<file path="src/hw/rtl/ialu_pkg.sv">
// ----------------------------------------------------------------------------
// ialu_pkg - shared types and constants for the integer ALU
// Operand width, command codes, stream widths and the request/result words
// passed between the sequencer and the top level.
// ----------------------------------------------------------------------------
package ialu_pkg;

  localparam int DATA_WIDTH = 32;
  localparam int CNT_W      = $clog2(DATA_WIDTH);
  localparam int CMD_W      = 3;

  // stream widths, padded to whole bytes
  localparam int IN_TDATA_W  = ((2 * DATA_WIDTH + 7) / 8) * 8;
  localparam int OUT_TDATA_W = ((DATA_WIDTH + 7) / 8) * 8;
  localparam int OUT_TUSER_W = 2;

  localparam logic [CMD_W-1:0] CMD_ADD = 3'd0;
  localparam logic [CMD_W-1:0] CMD_SUB = 3'd1;
  localparam logic [CMD_W-1:0] CMD_MUL = 3'd2;
  localparam logic [CMD_W-1:0] CMD_DIV = 3'd3;
  localparam logic [CMD_W-1:0] CMD_MOD = 3'd4;

  // largest positive value, +MAX; -MAX is its two's complement
  localparam logic [DATA_WIDTH-1:0] MAX_POS = {1'b0, {(DATA_WIDTH-1){1'b1}}};
  localparam logic [DATA_WIDTH-1:0] MAX_NEG = {1'b1, {(DATA_WIDTH-2){1'b0}}, 1'b1};

  typedef struct packed {
    logic [CMD_W-1:0]             command;
    logic signed [DATA_WIDTH-1:0] operand_a;
    logic signed [DATA_WIDTH-1:0] operand_b;
  } req_t;

  typedef struct packed {
    logic signed [DATA_WIDTH-1:0] value;
    logic                         zero_divisor;
    logic                         saturated;
  } res_t;

endpackage

</file>
<file path="src/hw/rtl/integer_alu_sat_mul_div_mod.sv">
// ----------------------------------------------------------------------------
// integer_alu_sat_mul_div_mod - iterative integer ALU
// Add, subtract, saturating multiply, divide and modulo on signed words,
// all through one shared adder under a small sequencer.
// ----------------------------------------------------------------------------
// Multiply, divide and modulo step the adder once per operand bit before the
// result reaches the result register; add and subtract take a single step,
// unused commands and a zero divisor none. A new word is taken only once the
// sequencer is idle again, after its result has moved to the output register,
// so a new word can be taken while a result still waits in the output register.
// Reset: asynchronous, active low; clears the sequencer and the output valid.
// ----------------------------------------------------------------------------
module integer_alu_sat_mul_div_mod (
  input  logic                                clk_i,
  input  logic                                rst_ni,
  // input stream
  input  logic                                s_axis_tvalid_i,
  output logic                                s_axis_tready_o,
  input  logic [ialu_pkg::IN_TDATA_W-1:0]     s_axis_tdata_i,  // operand_a, operand_b
  input  logic [ialu_pkg::CMD_W-1:0]          s_axis_tuser_i,  // command
  // result stream
  output logic                                m_axis_tvalid_o,
  input  logic                                m_axis_tready_i,
  output logic [ialu_pkg::OUT_TDATA_W-1:0]    m_axis_tdata_o,  // value
  output logic [ialu_pkg::OUT_TUSER_W-1:0]    m_axis_tuser_o   // zero_divisor, saturated
);
  import ialu_pkg::*;

  req_t  req;
  res_t  core_res;
  res_t  out_q;
  logic  out_vld_q;
  logic  core_idle, core_done, start, load;

  assign req.command   = s_axis_tuser_i;
  assign req.operand_a = s_axis_tdata_i[DATA_WIDTH-1:0];
  assign req.operand_b = s_axis_tdata_i[2*DATA_WIDTH-1:DATA_WIDTH];

  // one word in flight in the sequencer
  assign s_axis_tready_o = core_idle;
  assign start           = s_axis_tvalid_i & core_idle;

  ialu_core u_core (
    .clk_i   (clk_i),
    .rst_ni  (rst_ni),
    .start_i (start),
    .req_i   (req),
    .idle_o  (core_idle),
    .done_o  (core_done),
    .res_o   (core_res),
    .ack_i   (load)
  );

  // output register, refilled as it drains
  assign load = core_done & (~out_vld_q | m_axis_tready_i);

  always_ff @(posedge clk_i or negedge rst_ni) begin
    if (!rst_ni) begin
      out_vld_q <= 1'b0;
    end else if (load) begin
      out_vld_q <= 1'b1;
    end else if (m_axis_tready_i) begin
      out_vld_q <= 1'b0;
    end
  end

  always_ff @(posedge clk_i) begin
    if (load) begin
      out_q <= core_res;
    end
  end

  assign m_axis_tvalid_o = out_vld_q;
  assign m_axis_tdata_o  = OUT_TDATA_W'(unsigned'(out_q.value));
  assign m_axis_tuser_o  = {out_q.saturated, out_q.zero_divisor};

endmodule

</file>
<file path="src/hw/rtl/ialu_addsub.sv">
// ----------------------------------------------------------------------------
// ialu_addsub - shared adder/subtractor
// One DATA_WIDTH+1 bit add or subtract with carry out; serves add, subtract,
// the shift-add multiply, the restoring divide and the final negation.
// ----------------------------------------------------------------------------
module ialu_addsub (
  input  logic [ialu_pkg::DATA_WIDTH:0]   x_i,
  input  logic [ialu_pkg::DATA_WIDTH:0]   y_i,
  input  logic                            sub_i,
  output logic [ialu_pkg::DATA_WIDTH+1:0] sum_o   // top bit: carry, set when no borrow
);
  import ialu_pkg::*;

  logic [DATA_WIDTH:0] y_inv;

  assign y_inv = sub_i ? ~y_i : y_i;
  assign sum_o = {1'b0, x_i} + {1'b0, y_inv} + {{(DATA_WIDTH+1){1'b0}}, sub_i};

endmodule

</file>
<file path="src/hw/rtl/ialu_core.sv">
// ----------------------------------------------------------------------------
// ialu_core - sequencer around the shared adder
// Takes one request, steps the adder once per operand bit for multiply and
// nonzero divide/modulo (once for add/subtract), then presents the result.
// ----------------------------------------------------------------------------
module ialu_core (
  input  logic             clk_i,
  input  logic             rst_ni,
  input  logic             start_i,
  input  ialu_pkg::req_t   req_i,
  output logic             idle_o,
  output logic             done_o,
  output ialu_pkg::res_t   res_o,
  input  logic             ack_i
);
  import ialu_pkg::*;

  localparam logic [1:0] ST_IDLE = 2'd0;
  localparam logic [1:0] ST_RUN  = 2'd1;
  localparam logic [1:0] ST_DONE = 2'd2;

  logic [1:0]            state_q, state_d;
  logic [CMD_W-1:0]      cmd_q, cmd_d;
  logic                  neg_q, neg_d;
  logic                  zdiv_q, zdiv_d;
  logic [DATA_WIDTH-1:0] hi_q, hi_d;
  logic [DATA_WIDTH-1:0] lo_q, lo_d;
  logic [DATA_WIDTH-1:0] mb_q, mb_d;
  logic [CNT_W-1:0]      cnt_q, cnt_d;

  logic [DATA_WIDTH-1:0] a_u, b_u, ma, mb;
  logic [DATA_WIDTH:0]   add_x, add_y, mul_s, div_t;
  logic                  add_sub;
  logic [DATA_WIDTH+1:0] add_sum;
  logic                  div_ge, mul_ovf;

  // magnitudes at intake; 2^(W-1) still fits unsigned
  assign a_u = req_i.operand_a;
  assign b_u = req_i.operand_b;
  assign ma  = a_u[DATA_WIDTH-1] ? (~a_u + 1'b1) : a_u;
  assign mb  = b_u[DATA_WIDTH-1] ? (~b_u + 1'b1) : b_u;

  ialu_addsub u_addsub (
    .x_i   (add_x),
    .y_i   (add_y),
    .sub_i (add_sub),
    .sum_o (add_sum)
  );

  // adder operand select
  always_comb begin
    add_x   = '0;
    add_y   = {1'b0, lo_q};
    add_sub = 1'b1;                 // idle/done: 0 - lo, the sign fix-up
    if (state_q == ST_RUN) begin
      case (cmd_q)
        CMD_MUL: begin
          add_x   = {1'b0, hi_q};
          add_y   = {1'b0, mb_q};
          add_sub = 1'b0;
        end
        CMD_DIV, CMD_MOD: begin
          add_x   = {hi_q, lo_q[DATA_WIDTH-1]};
          add_y   = {1'b0, mb_q};
          add_sub = 1'b1;
        end
        default: begin
          add_x   = {hi_q[DATA_WIDTH-1], hi_q};
          add_y   = {mb_q[DATA_WIDTH-1], mb_q};
          add_sub = (cmd_q == CMD_SUB);
        end
      endcase
    end
  end

  assign mul_s  = lo_q[0] ? add_sum[DATA_WIDTH:0] : {1'b0, hi_q};
  assign div_t  = {hi_q, lo_q[DATA_WIDTH-1]};
  assign div_ge = add_sum[DATA_WIDTH+1];

  always_comb begin
    state_d = state_q;
    cmd_d   = cmd_q;
    neg_d   = neg_q;
    zdiv_d  = zdiv_q;
    hi_d    = hi_q;
    lo_d    = lo_q;
    mb_d    = mb_q;
    cnt_d   = cnt_q;
    case (state_q)
      ST_IDLE: begin
        if (start_i) begin
          cmd_d  = req_i.command;
          neg_d  = a_u[DATA_WIDTH-1] ^ b_u[DATA_WIDTH-1];
          zdiv_d = 1'b0;
          hi_d   = '0;
          lo_d   = ma;
          mb_d   = mb;
          cnt_d  = CNT_W'(DATA_WIDTH - 1);
          case (req_i.command)
            CMD_ADD, CMD_SUB: begin
              hi_d    = a_u;
              mb_d    = b_u;
              cnt_d   = '0;
              state_d = ST_RUN;
            end
            CMD_MUL: state_d = ST_RUN;
            CMD_DIV, CMD_MOD: begin
              if (mb == '0) begin
                zdiv_d  = 1'b1;
                state_d = ST_DONE;
              end else begin
                state_d = ST_RUN;
              end
            end
            default: state_d = ST_DONE;
          endcase
        end
      end
      ST_RUN: begin
        case (cmd_q)
          CMD_MUL: begin
            hi_d = mul_s[DATA_WIDTH:1];
            lo_d = {mul_s[0], lo_q[DATA_WIDTH-1:1]};
          end
          CMD_DIV, CMD_MOD: begin
            hi_d = div_ge ? add_sum[DATA_WIDTH-1:0] : div_t[DATA_WIDTH-1:0];
            lo_d = {lo_q[DATA_WIDTH-2:0], div_ge};
          end
          default: hi_d = add_sum[DATA_WIDTH-1:0];
        endcase
        cnt_d = cnt_q - 1'b1;
        if (cnt_q == '0) begin
          state_d = ST_DONE;
        end
      end
      ST_DONE: begin
        if (ack_i) begin
          state_d = ST_IDLE;
        end
      end
      default: state_d = ST_IDLE;
    endcase
  end

  always_ff @(posedge clk_i or negedge rst_ni) begin
    if (!rst_ni) begin
      state_q <= ST_IDLE;
    end else begin
      state_q <= state_d;
    end
  end

  always_ff @(posedge clk_i) begin
    cmd_q  <= cmd_d;
    neg_q  <= neg_d;
    zdiv_q <= zdiv_d;
    hi_q   <= hi_d;
    lo_q   <= lo_d;
    mb_q   <= mb_d;
    cnt_q  <= cnt_d;
  end

  // product above +MAX: any high bit, or the top low bit
  assign mul_ovf = (|hi_q) | lo_q[DATA_WIDTH-1];

  // result formatting; add_sum holds -lo here
  always_comb begin
    res_o = '0;
    case (cmd_q)
      CMD_ADD, CMD_SUB: res_o.value = hi_q;
      CMD_MUL: begin
        if (mul_ovf) begin
          res_o.saturated = 1'b1;
          res_o.value     = neg_q ? MAX_NEG : MAX_POS;
        end else begin
          res_o.value = neg_q ? add_sum[DATA_WIDTH-1:0] : lo_q;
        end
      end
      CMD_DIV: begin
        if (zdiv_q) begin
          res_o.zero_divisor = 1'b1;
          res_o.value        = MAX_POS;
        end else if (!neg_q && lo_q[DATA_WIDTH-1]) begin
          res_o.saturated = 1'b1;       // most negative over minus one
          res_o.value     = MAX_POS;
        end else begin
          res_o.value = neg_q ? add_sum[DATA_WIDTH-1:0] : lo_q;
        end
      end
      CMD_MOD: begin
        if (zdiv_q) begin
          res_o.zero_divisor = 1'b1;
          res_o.value        = MAX_POS;
        end else begin
          res_o.value = hi_q;
        end
      end
      default: res_o = '0;
    endcase
  end

  assign idle_o = (state_q == ST_IDLE);
  assign done_o = (state_q == ST_DONE);

  a_zdiv_src: assert property (@(posedge clk_i) disable iff (!rst_ni)
    (done_o && res_o.zero_divisor) |-> (mb_q == '0))
    else $error("zero divisor flag without a zero divisor");

  a_flags_excl: assert property (@(posedge clk_i) disable iff (!rst_ni)
    done_o |-> !(res_o.zero_divisor && res_o.saturated))
    else $error("both flags raised");

  a_run_end: assert property (@(posedge clk_i) disable iff (!rst_ni)
    (state_q == ST_RUN && cnt_q == '0) |=> (state_q == ST_DONE))
    else $error("sequencer overran its step count");

  a_rem_bound: assert property (@(posedge clk_i) disable iff (!rst_ni)
    (done_o && cmd_q == CMD_MOD && !zdiv_q) |-> (hi_q < mb_q))
    else $error("remainder not below divisor");

endmodule
</file>
<file path="config.mk">
export PLATFORM = sky130hd
export DESIGN_NAME = integer_alu_sat_mul_div_mod
export DESIGN_NICKNAME = d
export VERILOG_FILES = /design/src/hw/rtl/ialu_pkg.sv /design/src/hw/rtl/integer_alu_sat_mul_div_mod.sv /design/src/hw/rtl/ialu_addsub.sv /design/src/hw/rtl/ialu_core.sv
export SDC_FILE = /design/constraint.sdc
export NUM_CORES = 1
export LEC_CHECK = 0
export ABC_CLOCK_PERIOD_IN_PS = 6150
export BUFFER_PORTS_ARGS = -buffer_cell sky130_fd_sc_hd__buf_2
export CAP_MARGIN = 20
export CORE_MARGIN = 5
export CORE_UTILIZATION = 30
export DETAILED_ROUTE_END_ITERATION = 16
export MAX_ROUTING_LAYER = met4
export PLACE_DENSITY_LB_ADDON = 0.25
export REMOVE_ABC_BUFFERS = 1
export SLEW_MARGIN = 10
export SYNTH_ARGS = -nofsm -noshare
export SYNTH_HDL_FRONTEND = slang
export SYNTH_HIERARCHICAL = 1
export SYNTH_SLANG_ARGS = --single-unit
</file>
<file path="constraint.sdc">
create_clock -name clk_i -period 6.15 [get_ports clk_i]
set_input_delay 0.3075 -clock clk_i [delete_from_list [all_inputs] [get_ports clk_i]]
set_output_delay 0.3075 -clock clk_i [all_outputs]
set_load 0.01 [all_outputs]
</file>
== Word level (Yosys, flattened, before mapping) ==
Cells that the tools add are included.
W data, S select, Z words.

* Bits in registers: 143
* Word-level logic and storage cells: 103
* Latch bits: 0
* Output and inout bits: 36
* RAM bits: 0
* Memories kept: 0
* Bits of input ports: 71
* ROM bits: 0

* Shift operators: 0
* Multiplexer cells: 43
* Magnitude comparators: 0
* Bitwise gates (word level): 9
* Reductions and logical operators: 20
* Add/subtract/negate cells: 5
* Equality and inequality tests: 14
* Multipliers: 0
* Div/mod/pow operators: 0

{| class="wikitable"
|+ Operators by type and width
! cell !! number
|-
| $mux W32 || 13
|-
| $pmux W32 S2 || 4
|-
| $mux W33 || 5
|-
| $pmux W32 S4 || 1
|-
| $pmux W33 S2 || 1
|-
| $add A32 B1 Y32 const B || 2
|-
| $not A32 Y32 || 2
|-
| $add A33 B33 Y34 || 1
|-
| $add A34 B1 Y34 || 1
|-
| $not A33 Y33 || 1
|-
| $logic_not A32 Y1 || 1
|-
| $reduce_or A32 Y1 || 1
|-
| $eq A3 B2 Y1 const B || 4
|-
| $mux W5 || 2
|-
| $pmux W5 S2 || 1
|-
| $mux W1 || 8
|-
| $mux W2 || 4
|-
| $reduce_or A2 Y1 || 4
|-
| $eq A3 B1 Y1 const B || 2
|-
| $eq A3 B3 Y1 const B || 2
|-
| $logic_not A3 Y1 || 2
|-
| $pmux W2 S3 || 1
|-
| $reduce_and A3 Y1 || 2
|-
| $reduce_or A3 Y1 || 2
|-
| other kinds (18) || 24
|}

== Depth between registers and ports, before layout ==
Gate-level depths: netlist (run 1).

* Depth after elaboration: 12
* Depth in mapped cells: 22
* Depth with buffers taken out: 19

== Cells and area by module ==
The synthesis (run 1) kept the hierarchy.

{| class="wikitable"
|+ Modules (own cells, without submodules)
! module !! cells each !! times used !! area each (um^2)
|-
| ialu_core || 1321 || 1 || 10159.7
|-
| ialu_addsub || 300 || 1 || 2163.3
|-
| integer_alu_sat_mul_div_mod || 39 || 1 || 1071.0
|}

== Worst setup path before layout (run 1) ==
No wires, ideal clock.

* Path type: flip-flop to flip-flop
* Start: register u_core.state_q[0]
* End: register u_core.hi_q[10] (data pin)
* Slack: 1108 ps
* Required time: 5883 ps
* Stages on the path, launching flop included: 21
* Arrival time: 4775 ps
* Path buffers: 7
* Cell sequence: dfrtp_1 -> nor2b_1 -> clkbuf_1 -> clkbuf_1 -> clkbuf_1 -> nand3_1 -> buf_6 -> clkbuf_1 -> xor2_1 -> ha_1 -> clkbuf_1 -> nand2_1 -> nor3_1 -> a21bo_2 -> nand3_1 -> a41oi_2 -> o41ai_1 -> nor2_1 -> clkbuf_1 -> a222oi_1 -> o21ai_0

* Elaborated cells between the ends (all ways): 13

{| class="wikitable"
|+ RTL lines
! item !! line !! text
|-
| from (decl) || ialu_core.sv:22 || <nowiki>logic [1:0] state_q, state_d;</nowiki>
|-
| from (signal assigned) || ialu_core.sv:149 || <nowiki>state_q <= state_d;</nowiki>
|-
| $eq A2 B1 Y1 (*) || ialu_core.sv:55 || <nowiki>if (state_q == ST_RUN) begin</nowiki>
|-
| $mux W1 (*) || ialu_core.sv:55 ||
|-
| net u_core.add_sub || ialu_core.sv:33 || <nowiki>logic add_sub;</nowiki>
|-
| $mux W33 || ialu_addsub.sv:16 || <nowiki>assign y_inv = sub_i ? ~y_i : y_i;</nowiki>
|-
| $add A33 B33 Y34 || ialu_addsub.sv:17 || <nowiki>assign sum_o = {1'b0, x_i} + {1'b0, y_inv} + {{(DATA_WIDTH+1){1'b0}}, sub_i};</nowiki>
|-
| $add A34 B1 Y34 (*) || ialu_addsub.sv:17 ||
|-
| net u_core.add_sum[33] || ialu_core.sv:34 || <nowiki>logic [DATA_WIDTH+1:0] add_sum;</nowiki>
|-
| $mux W32 (*) || ialu_core.sv:126 || <nowiki>hi_d = div_ge ? add_sum[DATA_WIDTH-1:0] : div_t[DATA_WIDTH-1:0];</nowiki>
|-
| $pmux W32 S2 (*) || ialu_core.sv:120 || <nowiki>case (cmd_q)</nowiki>
|-
| $pmux W32 S2 (*) || ialu_core.sv:89 || <nowiki>case (state_q)</nowiki>
|-
| net u_core.hi_d[10] || ialu_core.sv:26 || <nowiki>logic [DATA_WIDTH-1:0] hi_q, hi_d;</nowiki>
|-
| to (signal assigned) || ialu_core.sv:157 || <nowiki>hi_q <= hi_d;</nowiki>
|-
| to (decl) || ialu_core.sv:26 ||
|}

The timed path passes the listed nets; every way through them passes the cells marked *.
A chain may end at the register's enable or synchronous reset.

== Worst setup path in the final report (run 1) ==
* Start: register u_core.cmd_q[2]
* End: register u_core.hi_q[27] (data pin)

* Elaborated cells between the ends (all ways): 20

{| class="wikitable"
|+ RTL lines
! item !! line !! text
|-
| from (decl) || ialu_core.sv:23 || <nowiki>logic [CMD_W-1:0] cmd_q, cmd_d;</nowiki>
|-
| from (signal assigned) || ialu_core.sv:154 || <nowiki>cmd_q <= cmd_d;</nowiki>
|-
| $eq A3 B2 Y1 / $eq A3 B3 Y1 (equally long branches) || ialu_core.sv:56 || <nowiki>case (cmd_q)</nowiki>
|-
| $reduce_or A2 Y1 (no source line) || n/a ||
|-
| $pmux W33 S2 (*) || ialu_core.sv:56 ||
|-
| $mux W33 (*) || ialu_core.sv:55 ||
|-
| net u_core.add_x[26] || ialu_core.sv:32 || <nowiki>logic [DATA_WIDTH:0] add_x, add_y, mul_s, div_t;</nowiki>
|-
| $add A33 B33 Y34 (*) || ialu_addsub.sv:17 ||
|-
| $add A34 B1 Y34 (*) || ialu_addsub.sv:17 ||
|-
| net u_core.add_sum[33] || ialu_core.sv:34 ||
|-
| $mux W32 (*) || ialu_core.sv:126 ||
|-
| $pmux W32 S2 (*) || ialu_core.sv:120 ||
|-
| $pmux W32 S2 (*) || ialu_core.sv:89 ||
|-
| net u_core.hi_d[27] || ialu_core.sv:26 ||
|}

Marked as above.

==> flow_summary.yaml, run 1 <==
floorplan:
  die_h_um: 221
  coreArea_um2: 44200
  std_cell_rows: 77
  initial_utilization_pct: 30.3
  ios: 107
  dieArea_um2: 49000
  die_width_um: 221
yosys:
  synth.yosys.seq_area_share_pct: 31.9
  ys_warn_count: 6
  ys_types: 90
  synth_top_cell_area_share_pct: 31.4
  synthTopCellsByArea: "edfxtp_1 31%, nand2_1 11%, xor2_1 4.6%"
  async_flop_share_pct: 2.10
  ys.flop_type: "edfxtp_1"
  yosysMostFrequentCell: "nand2_1"
  syn_area_per_cell_um2: 8.07
  syn_area_um2: 13400
  ys_seq_elements: 143
  synth_largest_area_cell: "edfxtp_1"
  synth_edf_count: 140
  syn-instance-count: 1660
  synth_commonest_cells: "378 x nand2_1, 140 x edfxtp_1, 110 x clkbuf_1, 109 x o21ai_0, 96 x a21oi_1"
timing:
  hold_slack_ns: 0.115
  finalClockSkew_ns: 0.00886
  finalHoldViolCount: 0
  tightestPinTransition_ns: 1.04
  slew_violations: 0
  finalSetupTns_ns: 0
  max_clock_freq_mhz: 182
  max-slew-margin-rel_pct: 29.4
  grt_setup_unrepaired: "false"
  fin_crit_ns: 5.48
  setup_viol: 0
  finalCritPeriodShare_pct: 89.1
route:
  via_per_inst: 5.78
  routed_wl_mm: 49.1
  drc: 0
  first_pass_iters: 7
  vias: 13200
  drtIter0Drc: 1456
  avgRoutedWirePerCell_um: 21.5
  antenna_left: 0
hold_path:
  hold_path_class: "input port to flop"
critical_path:
  r2r-end: "u_core/hi_q[27]$_DFFE_PP_"
  arrival_ns: 5.76
  crit_fanout: 29
  cp-endpoint: "u_core/hi_q[27]$_DFFE_PP_"
  start_kind: "flop"
  worst-r2r-setup-slack_ns: 0.67
  critical_path_class: "flop to flop"
  required_ns: 6.42
  r2r-start: "u_core/cmd_q[2]$_DFFE_PP_"
  reg2reg_depth: 19
  cp-end-kind: "flop"
  crit_start: "u_core/cmd_q[2]$_DFFE_PP_"
placement:
  dp.cells: 2252
  io_buffers: 106
  dp_hpwl_mm: 34.6
  globalplace.congestion: 0.910
global_routing:
  grt_pass1_vias: 12700
  grt_overflow: 0
  grt_max_degree: 98
  antenna_found_initial: 1
  grt_usage_pct: 19.9
  grt_pass1_wl_mm: 76.2
flow_run:
  maxCapViolCount: 0
finish:
  instances_no_fill: 2287
  fillers: 4675
  nets: 1789
  area_growth_pct: 12.5
  drive_gt1_share_pct: 15.1
clocking:
  clk_pin_slew_ns: 0.06
  cts_buffers: 17
  cts_root_buffer: "clkbuf_16"
  htreeDepth: 4
  cts_buffer_depth: 2
  cts_setup_buffers: 0
  clk_latency_ns: 0.45
  cts_tree: "built"
  cts_num_sinks: 143
  cts-resized-gates: 0
pwr:
  p_leak_nw: 5.57
  clock_power_share_pct: 12.8
  seqPwrFrac_pct: 23.9
  power_frac_comb_pct: 63.3
  switching_share_pct: 49.7
  pwr_density_cell_nw_per_um2: 554
  vdd_drop_max_uv: 276
  p_total_w: 0.00835
  p_sw_w: 0.00415
  p_int_w: 0.00420
outcome:
  status: "finished clean"
==> sequential cells by signal, indices dropped and copies added, names as in the netlist <==
| signal | count |
|---|---|
| u_core/neg_q | 1 |
| u_core/cmd_q | 3 |
| m_axis_tdata_o | 32 |
| m_axis_tuser_o | 2 |
| u_core/zdiv_q | 1 |
| u_core/cnt_q | 5 |
| u_core/lo_q | 32 |
| u_core/state_q | 2 |
| m_axis_tvalid_o | 1 |
| u_core/mb_q | 32 |
| u_core/hi_q | 32 |
==> per-layer routing <==
layer  vias up  global-route usage [%]  wire (µm)  part of all wire [%]
li1       6182                       -          -                     -
met1      6387                    27.6      22800                    46
met2       571                    30.2      21900                    45
met3        88                    2.81       3220                   6.6
met4         0                    6.52       1250                   2.5
met5         -                       -          0                     0
==> layout by cell type, fill, tap and decap left out, types with 36 or more instances in the layout <==
cell | Yosys | layout
buf_2 | 3 | 106
xnor2_1 | 56 | 56
nor2_1 | 95 | 92
nand2_1 | 378 | 377
xor2_1 | 70 | 70
ha_1 | 36 | 36
edfxtp_1 | 140 | 140
nor2b_1 | 40 | 39
a21oi_1 | 96 | 93
o21ai_0 | 109 | 108
==> worst max-delay path, stage by stage (launching register included) <==
cell	delay, ns
edfxtp_1	0.57
nor2_1	0.44
nand2_1	0.15
nand2_2	0.52
buf_4	0.39
nand2_1	0.08
a21oi_1	0.16
ha_1	0.33
a21o_1	0.21
a21o_1	0.17
a21oi_1	0.23
o21ai_0	0.11
a21o_1	0.19
a21oi_1	0.13
o41ai_1	0.08
buf_4	0.16
nor2_2	0.52
buf_4	0.42
a222oi_1	0.16
o21ai_0	0.24
==> power groups by stage <==
stage	Sequential (W)	Clock (W)	Combinational, W
6_report	0.00200	0.00106	0.00529
3_3_place_gp	0.00200	0	0.00518
3_5_place_dp	0.00201	0	0.00522
4_1_cts	0.00199	0.00110	0.00524
2_1_floorplan	0.00193	0	0.00374
5_1_grt	0.00204	0.00113	0.00582
==> worst min path at each step <==
stage / slack [ns] / endpoint / depth (start not counted) / startpoint
floorplan: 0.01 / m_axis_tvalid_o$_DFFE_PN0P_ / 0 / rst_ni
global placement: 0.13 / u_core/state_q[1]$_DFFE_PN0P_ / 1 / rst_ni
detailed placement: 0.12 / u_core/state_q[1]$_DFFE_PN0P_ / 1 / rst_ni
CTS: 0.08 / u_core/mb_q[0]$_DFFE_PP_ / 1 / s_axis_tdata_i[32]
global route: 0.09 / u_core/mb_q[0]$_DFFE_PP_ / 1 / s_axis_tdata_i[32]
finish: 0.11 / u_core/cmd_q[0]$_DFFE_PP_ / 1 / s_axis_tuser_i[0]
==> layout make-up <==
| class | instances | area (µm²) | share of cell area [%] |
|---|---|---|---|
| repair buffers | 137 | 811 | 5.38 |
| flip-flops and latches | 143 | 4280 | 28.4 |
| clock inverters | 14 | 155 | 1.03 |
| multi-input cells | 1361 | 8580 | 56.9 |
| well taps | 592 | 741 | 4.91 |
| inverters | 21 | 78.8 | 0.523 |
| diodes | 1 | 2.50 | 0.0166 |
| clock buffers | 18 | 429 | 2.85 |
==> stage by stage <==
step                utilization, %  area, µm²  setup WS [ns]
detailed placement            32.7      14400          0.716
floorplan                        -      12800          -3.89
global route                  34.1      15100          0.180
global placement              32.7      14400          0.790
finish                        34.1      15100          0.668
CTS                           34.0      15000          0.680
==> kinds of logic after synthesis <==
logic type / share of synthesized area (%)
AND/OR/NAND/NOR: 24.4
flip-flops: 31.9
XOR/XNOR: 8.24
AO/OA/AOI/OAI: 24.1
adder cells (fa/ha/maj): 3.51
multiplexers: 3.23
buffers and inverters: 4.66
==> what timing repair did <==
item / CTS / global route
endpoints found under the setup margin: 0 / 0
hold buffers: 1 / 0
hold endpoints to repair: 3 / 0
No activity file was read; power rests on OpenSTA's default activity.
==> inputs of run 2 (changes only) <==
--- a/config.mk
+++ b/config.mk
@@ -17,5 +17,4 @@
 export SLEW_MARGIN = 10
 export SYNTH_ARGS = -nofsm -noshare
 export SYNTH_HDL_FRONTEND = slang
-export SYNTH_HIERARCHICAL = 1
 export SYNTH_SLANG_ARGS = --single-unit
==> run 2 against run 1 <==
Effect of this change: combinational power decreased by 2%; highest routed layer unchanged; critical path type unchanged; via count is 6.3% lower; die area decreased by 5.8%; maximum frequency shrank 2.0%.
==> flow_summary.yaml, run 2 <==
flow_run:
  maxCapViolCount: 0
clocking:
  cts_buffer_depth: 2
  cts-resized-gates: 0
  clk_pin_slew_ns: 0.06
  cts_setup_buffers: 0
  cts_tree: "built"
  cts_num_sinks: 143
  htreeDepth: 4
  cts_buffers: 17
  holdBufCountCts: 1
  clk_latency_ns: 0.44
  cts_root_buffer: "clkbuf_16"
global_routing:
  grt_pass1_vias: 11800
  grt_overflow: 0
  antenna_found_initial: 3
  grt_max_degree: 75
  grt_pass1_wl_mm: 74.9
  grt_usage_pct: 21.3
finish:
  nets: 1709
  final_common_cell: "nand2_1"
  final_cell_mix: "247 x nand2_1, 157 x a21oi_1, 150 x nor2_1, 140 x edfxtp_1, 110 x o21ai_0"
  drive_gt1_share_pct: 14.3
  postLayoutCoreUtil_pct: 34.3
  area_growth_pct: 13.7
  fillers: 4378
timing:
  finalHoldViolCount: 0
  finalSetupTns_ns: 0
  finalWorstSetupSlack_ns: 0.556
  finalClockSkew_ns: 0.0131
  finalCritPeriodShare_pct: 91.0
  setup_viol: 0
  hold_slack_ns: 0.0653
  max-slew-margin-rel_pct: 24.7
  fin_crit_ns: 5.59
  max_clock_freq_mhz: 179
  slew_violations: 0
  tightestPinTransition_ns: 1.12
  grt_setup_unrepaired: "false"
yosys:
  synth_top_cell_area_share_pct: 33.4
  ys_warn_count: 0
  yosysMostFrequentCell: "nand2_1"
  synth_largest_area_cell: "edfxtp_1"
  syn_area_um2: 12600
  syn-instance-count: 1552
  synth.yosys.seq_area_share_pct: 34.0
  synthTopCellsByArea: "edfxtp_1 33%, nand2_1 7.4%, xnor2_1 6.9%"
  synth_edf_count: 140
  ys.flop_type: "edfxtp_1"
  ys_seq_elements: 143
  ys_types: 78
  syn_area_per_cell_um2: 8.11
  synth_commonest_cells: "248 x nand2_1, 159 x a21oi_1, 153 x nor2_1, 140 x edfxtp_1, 110 x o21ai_0"
  async_flop_share_pct: 2.10
pwr:
  p_sw_w: 0.00425
  seqPwrFrac_pct: 26.2
  vdd_drop_max_uv: 225
  clock_power_share_pct: 11.7
  pwr_density_cell_nw_per_um2: 585
  switching_share_pct: 50.8
  p_leak_nw: 5.34
  power_frac_comb_pct: 62.1
  p_int_w: 0.00412
route:
  vias: 12400
  antenna_left: 0
  routed_wl_mm: 49.6
  first_pass_iters: 5
  drtIter0Drc: 1535
  via_per_inst: 5.75
  drc: 0
  avgRoutedWirePerCell_um: 23.0
critical_path:
  slowest_stage: "o21ai_0"
  cp_num_buf_inv: 2
  cpPeakStageDelay_ns: 0.88
  arrival_ns: 5.88
  worst-r2r-setup-slack_ns: 0.56
  cp_top_family: "simple AND/OR/NAND/NOR gates"
  start_kind: "flop"
  reg2reg_depth: 18
  cp-end-kind: "flop"
  crit_fanout: 39
  critical_path_class: "flop to flop"
  worstPathCellList: "buf_4, nor2b_1, nand2_1, and2_2, nand2_1, a21oi_1, ha_1, and3_1, nand2_1, nor3_1, o211ai_1, a31oi_1, o22ai_2, buf_4, o21ai_0, a22o_1, a21oi_1, o21ai_0"
  worst_path_most_repeated_cell: "nand2_1"
  r2r-end: "u_core.hi_q[19]$_DFFE_PP_"
  r2r-start: "u_core.cmd_q[1]$_DFFE_PP_"
  required_ns: 6.44
outcome:
  status: "finished clean"
floorplan:
  std_cell_rows: 75
  initial_utilization_pct: 30.1
  dieArea_um2: 46200
  die_h_um: 215
  die_width_um: 215
  coreArea_um2: 41800
  ios: 107
hold_path:
  hp-start: "m_axis_tready_i"
  min_to: "m_axis_tvalid_o$_DFFE_PN0P_"
  min_path_cells: 2
  hold_path_class: "input port to flop"
placement:
  globalplace.congestion: 1.00
  dp_hpwl_mm: 35.0
  post-place-ws_ns: 0.772
  io_buffers: 106
[run 2: cell count changes after synthesis, moves of 18 or more]
cell / change
a211oi_1: -22
a21oi_1: +63
a222oi_1: -18
mux2i_1: +21
nand2_1: -130
nor2_1: +58
nor2b_1: -23
o211ai_1: -22
o311ai_0: -25
xnor2_1: +43
xor2_1: -41
[run 2: routing by layer]
| layer | vias to the layer above | global-route usage, % | share of wire (%) |
|---|---|---|---|
| met1 | 5921 | 30.0 | 46 |
| met2 | 571 | 31.7 | 44 |
| met5 | - | - | 0 |
| met3 | 81 | 3.36 | 7.1 |
| met4 | 0 | 6.59 | 2.6 |
| li1 | 5817 | - | - |
[run 2: how the worst max path moves through the flow]
| stage | cells past startpoint | end | slack, ns | startpoint |
|---|---|---|---|---|
| finish | 18 | u_core.hi_q[19]$_DFFE_PP_ | 0.56 | u_core.cmd_q[1]$_DFFE_PP_ |
| global route | 17 | u_core.hi_q[23]$_DFFE_PP_ | 0.30 | u_core.cmd_q[1]$_DFFE_PP_ |
| CTS | 17 | u_core.hi_q[27]$_DFFE_PP_ | 0.67 | u_core.cmd_q[1]$_DFFE_PP_ |
| detailed placement | 17 | u_core.hi_q[27]$_DFFE_PP_ | 0.77 | u_core.cmd_q[1]$_DFFE_PP_ |
| global placement | 17 | u_core.hi_q[23]$_DFFE_PP_ | 0.79 | u_core.cmd_q[1]$_DFFE_PP_ |
| floorplan | 15 | u_core.hi_q[1]$_DFFE_PP_ | -1.82 | u_core.cmd_q[0]$_DFFE_PP_ |
[run 2: logic make-up after synthesis]
group / count (synthesis) / synth area share, %
and+or+nand+nor: 569 / 20.4
AOI/OAI and AO/OA: 482 / 24.1
DFF: 143 / 34.0
buffers and inverters: 137 / 4.12
xor gates and xnor gates: 128 / 8.91
muxes: 56 / 4.78
adders and majority gates: 37 / 3.74
[run 2: power by group through the flow]
stage | Clock (W) | Sequential (W) | Combinational (W)
after floorplan | 0 | 0.00203 | 0.00354
after global placement | 0 | 0.00219 | 0.00508
after detailed placement | 0 | 0.00219 | 0.00509
after CTS | 0.000999 | 0.00217 | 0.00512
after global routing | 0.00104 | 0.00222 | 0.00566
final | 0.000981 | 0.00219 | 0.00520
[run 2: metrics by stage]
stage	instance area [µm²]	total power (W)	instances
detailed placement	13800	0.00728	2120
finish	14300	0.00837	2156
global route	14300	0.00892	2156
floorplan	12200	0.00557	1441
global placement	13800	0.00727	2120
CTS	14300	0.00829	2153
[run 2: layout make-up]
class                      count  area, µm²  area share (%)
sequential                   143       4280            29.9
clock inverter                13       98.8           0.691
antenna                        3       7.51          0.0525
multi-input combinational   1272       7880            55.1
timing repair buffer         141        833            5.82
tap                          539        674            4.71
clock buffer                  19        433            3.03
inverter                      26       97.6           0.682
==> inputs of run 3 (changes only) <==
--- a/config.mk
+++ b/config.mk
@@ -12,7 +12,6 @@
 export CORE_UTILIZATION = 30
 export DETAILED_ROUTE_END_ITERATION = 16
 export MAX_ROUTING_LAYER = met4
-export PLACE_DENSITY_LB_ADDON = 0.25
 export REMOVE_ABC_BUFFERS = 1
 export SLEW_MARGIN = 10
 export SYNTH_ARGS = -nofsm -noshare
==> run 3 against run 2 <==
Effect of this change: clock skew shrank 0.0016 ns; largest power group unchanged; maximum frequency grew 2.1%; register-to-register slack gained 0.11 ns; critical endpoint is now u_core.hi_q[15]$_DFFE_PP_; critical path type unchanged; core utilization is essentially flat; sequential cell count is the same; cell area shrank 0.12%.
==> flow_summary.yaml, run 3 (same netlist as run 2, synthesis figures left out) <==
hold_path:
  min_path_cells: 2
  min_to: "m_axis_tvalid_o$_DFFE_PN0P_"
  hp-start: "m_axis_tready_i"
  hold_path_class: "input port to flop"
pwr:
  p_leak_nw: 5.35
  pwr_density_cell_nw_per_um2: 579
  vdd_drop_max_uv: 244
  p_total_w: 0.00828
timing:
  finalCritPeriodShare_pct: 89.1
  fin_crit_ns: 5.48
  tightestPinTransition_ns: 1.05
  grt_setup_unrepaired: "false"
  max-slew-margin-rel_pct: 29.8
  finalClockSkew_ns: 0.0115
  finalHoldViolCount: 0
  max_clock_freq_mhz: 182
  hold_slack_ns: 0.0868
  setup_viol: 0
  slew_violations: 0
route:
  via_per_inst: 5.81
  first_pass_iters: 6
  antenna_left: 0
  avgRoutedWirePerCell_um: 22.4
  drc: 0
  routed_wl_mm: 48.4
  vias: 12600
  drtIter0Drc: 1429
critical_path:
  required_ns: 6.33
  start_kind: "flop"
  cp-end-kind: "flop"
  critical_path_class: "flop to flop"
  arrival_ns: 5.66
  r2r-start: "u_core.cmd_q[1]$_DFFE_PP_"
  reg2reg_depth: 15
  crit_fanout: 22
  worst-r2r-setup-slack_ns: 0.67
  r2r-end: "u_core.hi_q[15]$_DFFE_PP_"
floorplan:
  die_width_um: 215
  dieArea_um2: 46200
  die_h_um: 215
  ios: 107
  initial_utilization_pct: 30.1
  std_cell_rows: 75
  coreArea_um2: 41800
clocking:
  cts_root_buffer: "clkbuf_16"
  htreeDepth: 4
  clk_latency_ns: 0.44
  cts_tree: "built"
  cts_setup_buffers: 0
  clk_pin_slew_ns: 0.07
  cts-resized-gates: 0
  cts_buffers: 17
  holdBufCountCts: 1
  cts_buffer_depth: 2
  cts_num_sinks: 143
placement:
  dp_hpwl_mm: 34.8
  io_buffers: 106
  globalplace.congestion: 0.990
  placed_area_um2: 13800
  dp.cells: 2126
global_routing:
  grt_max_degree: 76
  grt_overflow: 0
  antenna_found_initial: 3
  grt_pass1_wl_mm: 73.0
  grt_usage_pct: 20.6
  grt_pass1_vias: 11800
finish:
  area_growth_pct: 13.5
  fin_area_um2: 14300
  final_common_cell: "nand2_1"
  instances_no_fill: 2160
  postLayoutCoreUtil_pct: 34.2
  drive_gt1_share_pct: 14.2
  nets: 1715
  final_cell_mix: "247 x nand2_1, 157 x a21oi_1, 152 x nor2_1, 140 x edfxtp_1, 110 x o21ai_0"
outcome:
  status: "finished clean"
flow_run:
  maxCapViolCount: 0
[run 3: cell count changes in the layout (fill, tap and decap cells not counted), sizes merged]
cell and change:
clkbuf +1, clkinv -2, bufinv -1, buf +6
[run 3: per-layer routing]
layer / GRT usage (%) / up-vias / part of all wire (%)
li1: - / 5828 / -
met1: 28.8 / 6030 / 45
met2: 31.0 / 619 / 45
met3: 2.98 / 79 / 7.7
met4: 6.14 / 0 / 2.4
met5: - / - / 0
[run 3: worst max path at each step]
stage	end	slack, ns	from	cells after the start
floorplan	u_core.hi_q[1]$_DFFE_PP_	-1.82	u_core.cmd_q[0]$_DFFE_PP_	15
global placement	u_core.hi_q[15]$_DFFE_PP_	0.82	u_core.cmd_q[2]$_DFFE_PP_	16
detailed placement	u_core.hi_q[15]$_DFFE_PP_	0.87	u_core.cmd_q[1]$_DFFE_PP_	15
CTS	u_core.hi_q[15]$_DFFE_PP_	0.82	u_core.cmd_q[1]$_DFFE_PP_	15
global route	u_core.hi_q[16]$_DFFE_PP_	0.35	u_core.cmd_q[1]$_DFFE_PP_	16
finish	u_core.hi_q[15]$_DFFE_PP_	0.67	u_core.cmd_q[1]$_DFFE_PP_	15
[run 3: where the power goes]
part / switching [W] / internal [W] / total, W
clock: 0.000425 / 0.000501 / 0.000926
combinational: 0.00324 / 0.00192 / 0.00517
sequential: 0.000523 / 0.00166 / 0.00218
total: 0.00419 / 0.00409 / 0.00828
[run 3: cell type report]
class | instances | area [µm²]
clock inverter | 10 | 50.0
tap | 539 | 674
inverter | 26 | 97.6
antenna | 3 | 7.51
clock buffer | 20 | 437
timing repair buffer | 147 | 866
sequential | 143 | 4280
multi-input combinational | 1272 | 7880
fill | 4326 | 27500
[run 3: metrics by stage]
stage                     TNS [ns]  setup slack (ns)
after floorplan             -54.00             -1.82
after global placement           0             0.821
after detailed placement         0             0.866
after CTS                        0             0.815
after global routing             0             0.346
final                            0             0.670
[run 3: critical path: stages (launching register included)]
cell and delay [ns]:
edfxtp_1 0.61, nor2_1 0.43, nand2_1 0.16, nand2_2 0.47, buf_4 0.33, nand2_1 0.07, a21oi_1 0.16, ha_1 0.24
nand4_1 0.20, a311oi_1 0.59, nor2_1 0.22, o311ai_0 0.65, xor2_1 0.26, mux2_2 0.33, a222oi_1 0.35, o21ai_0 0.12
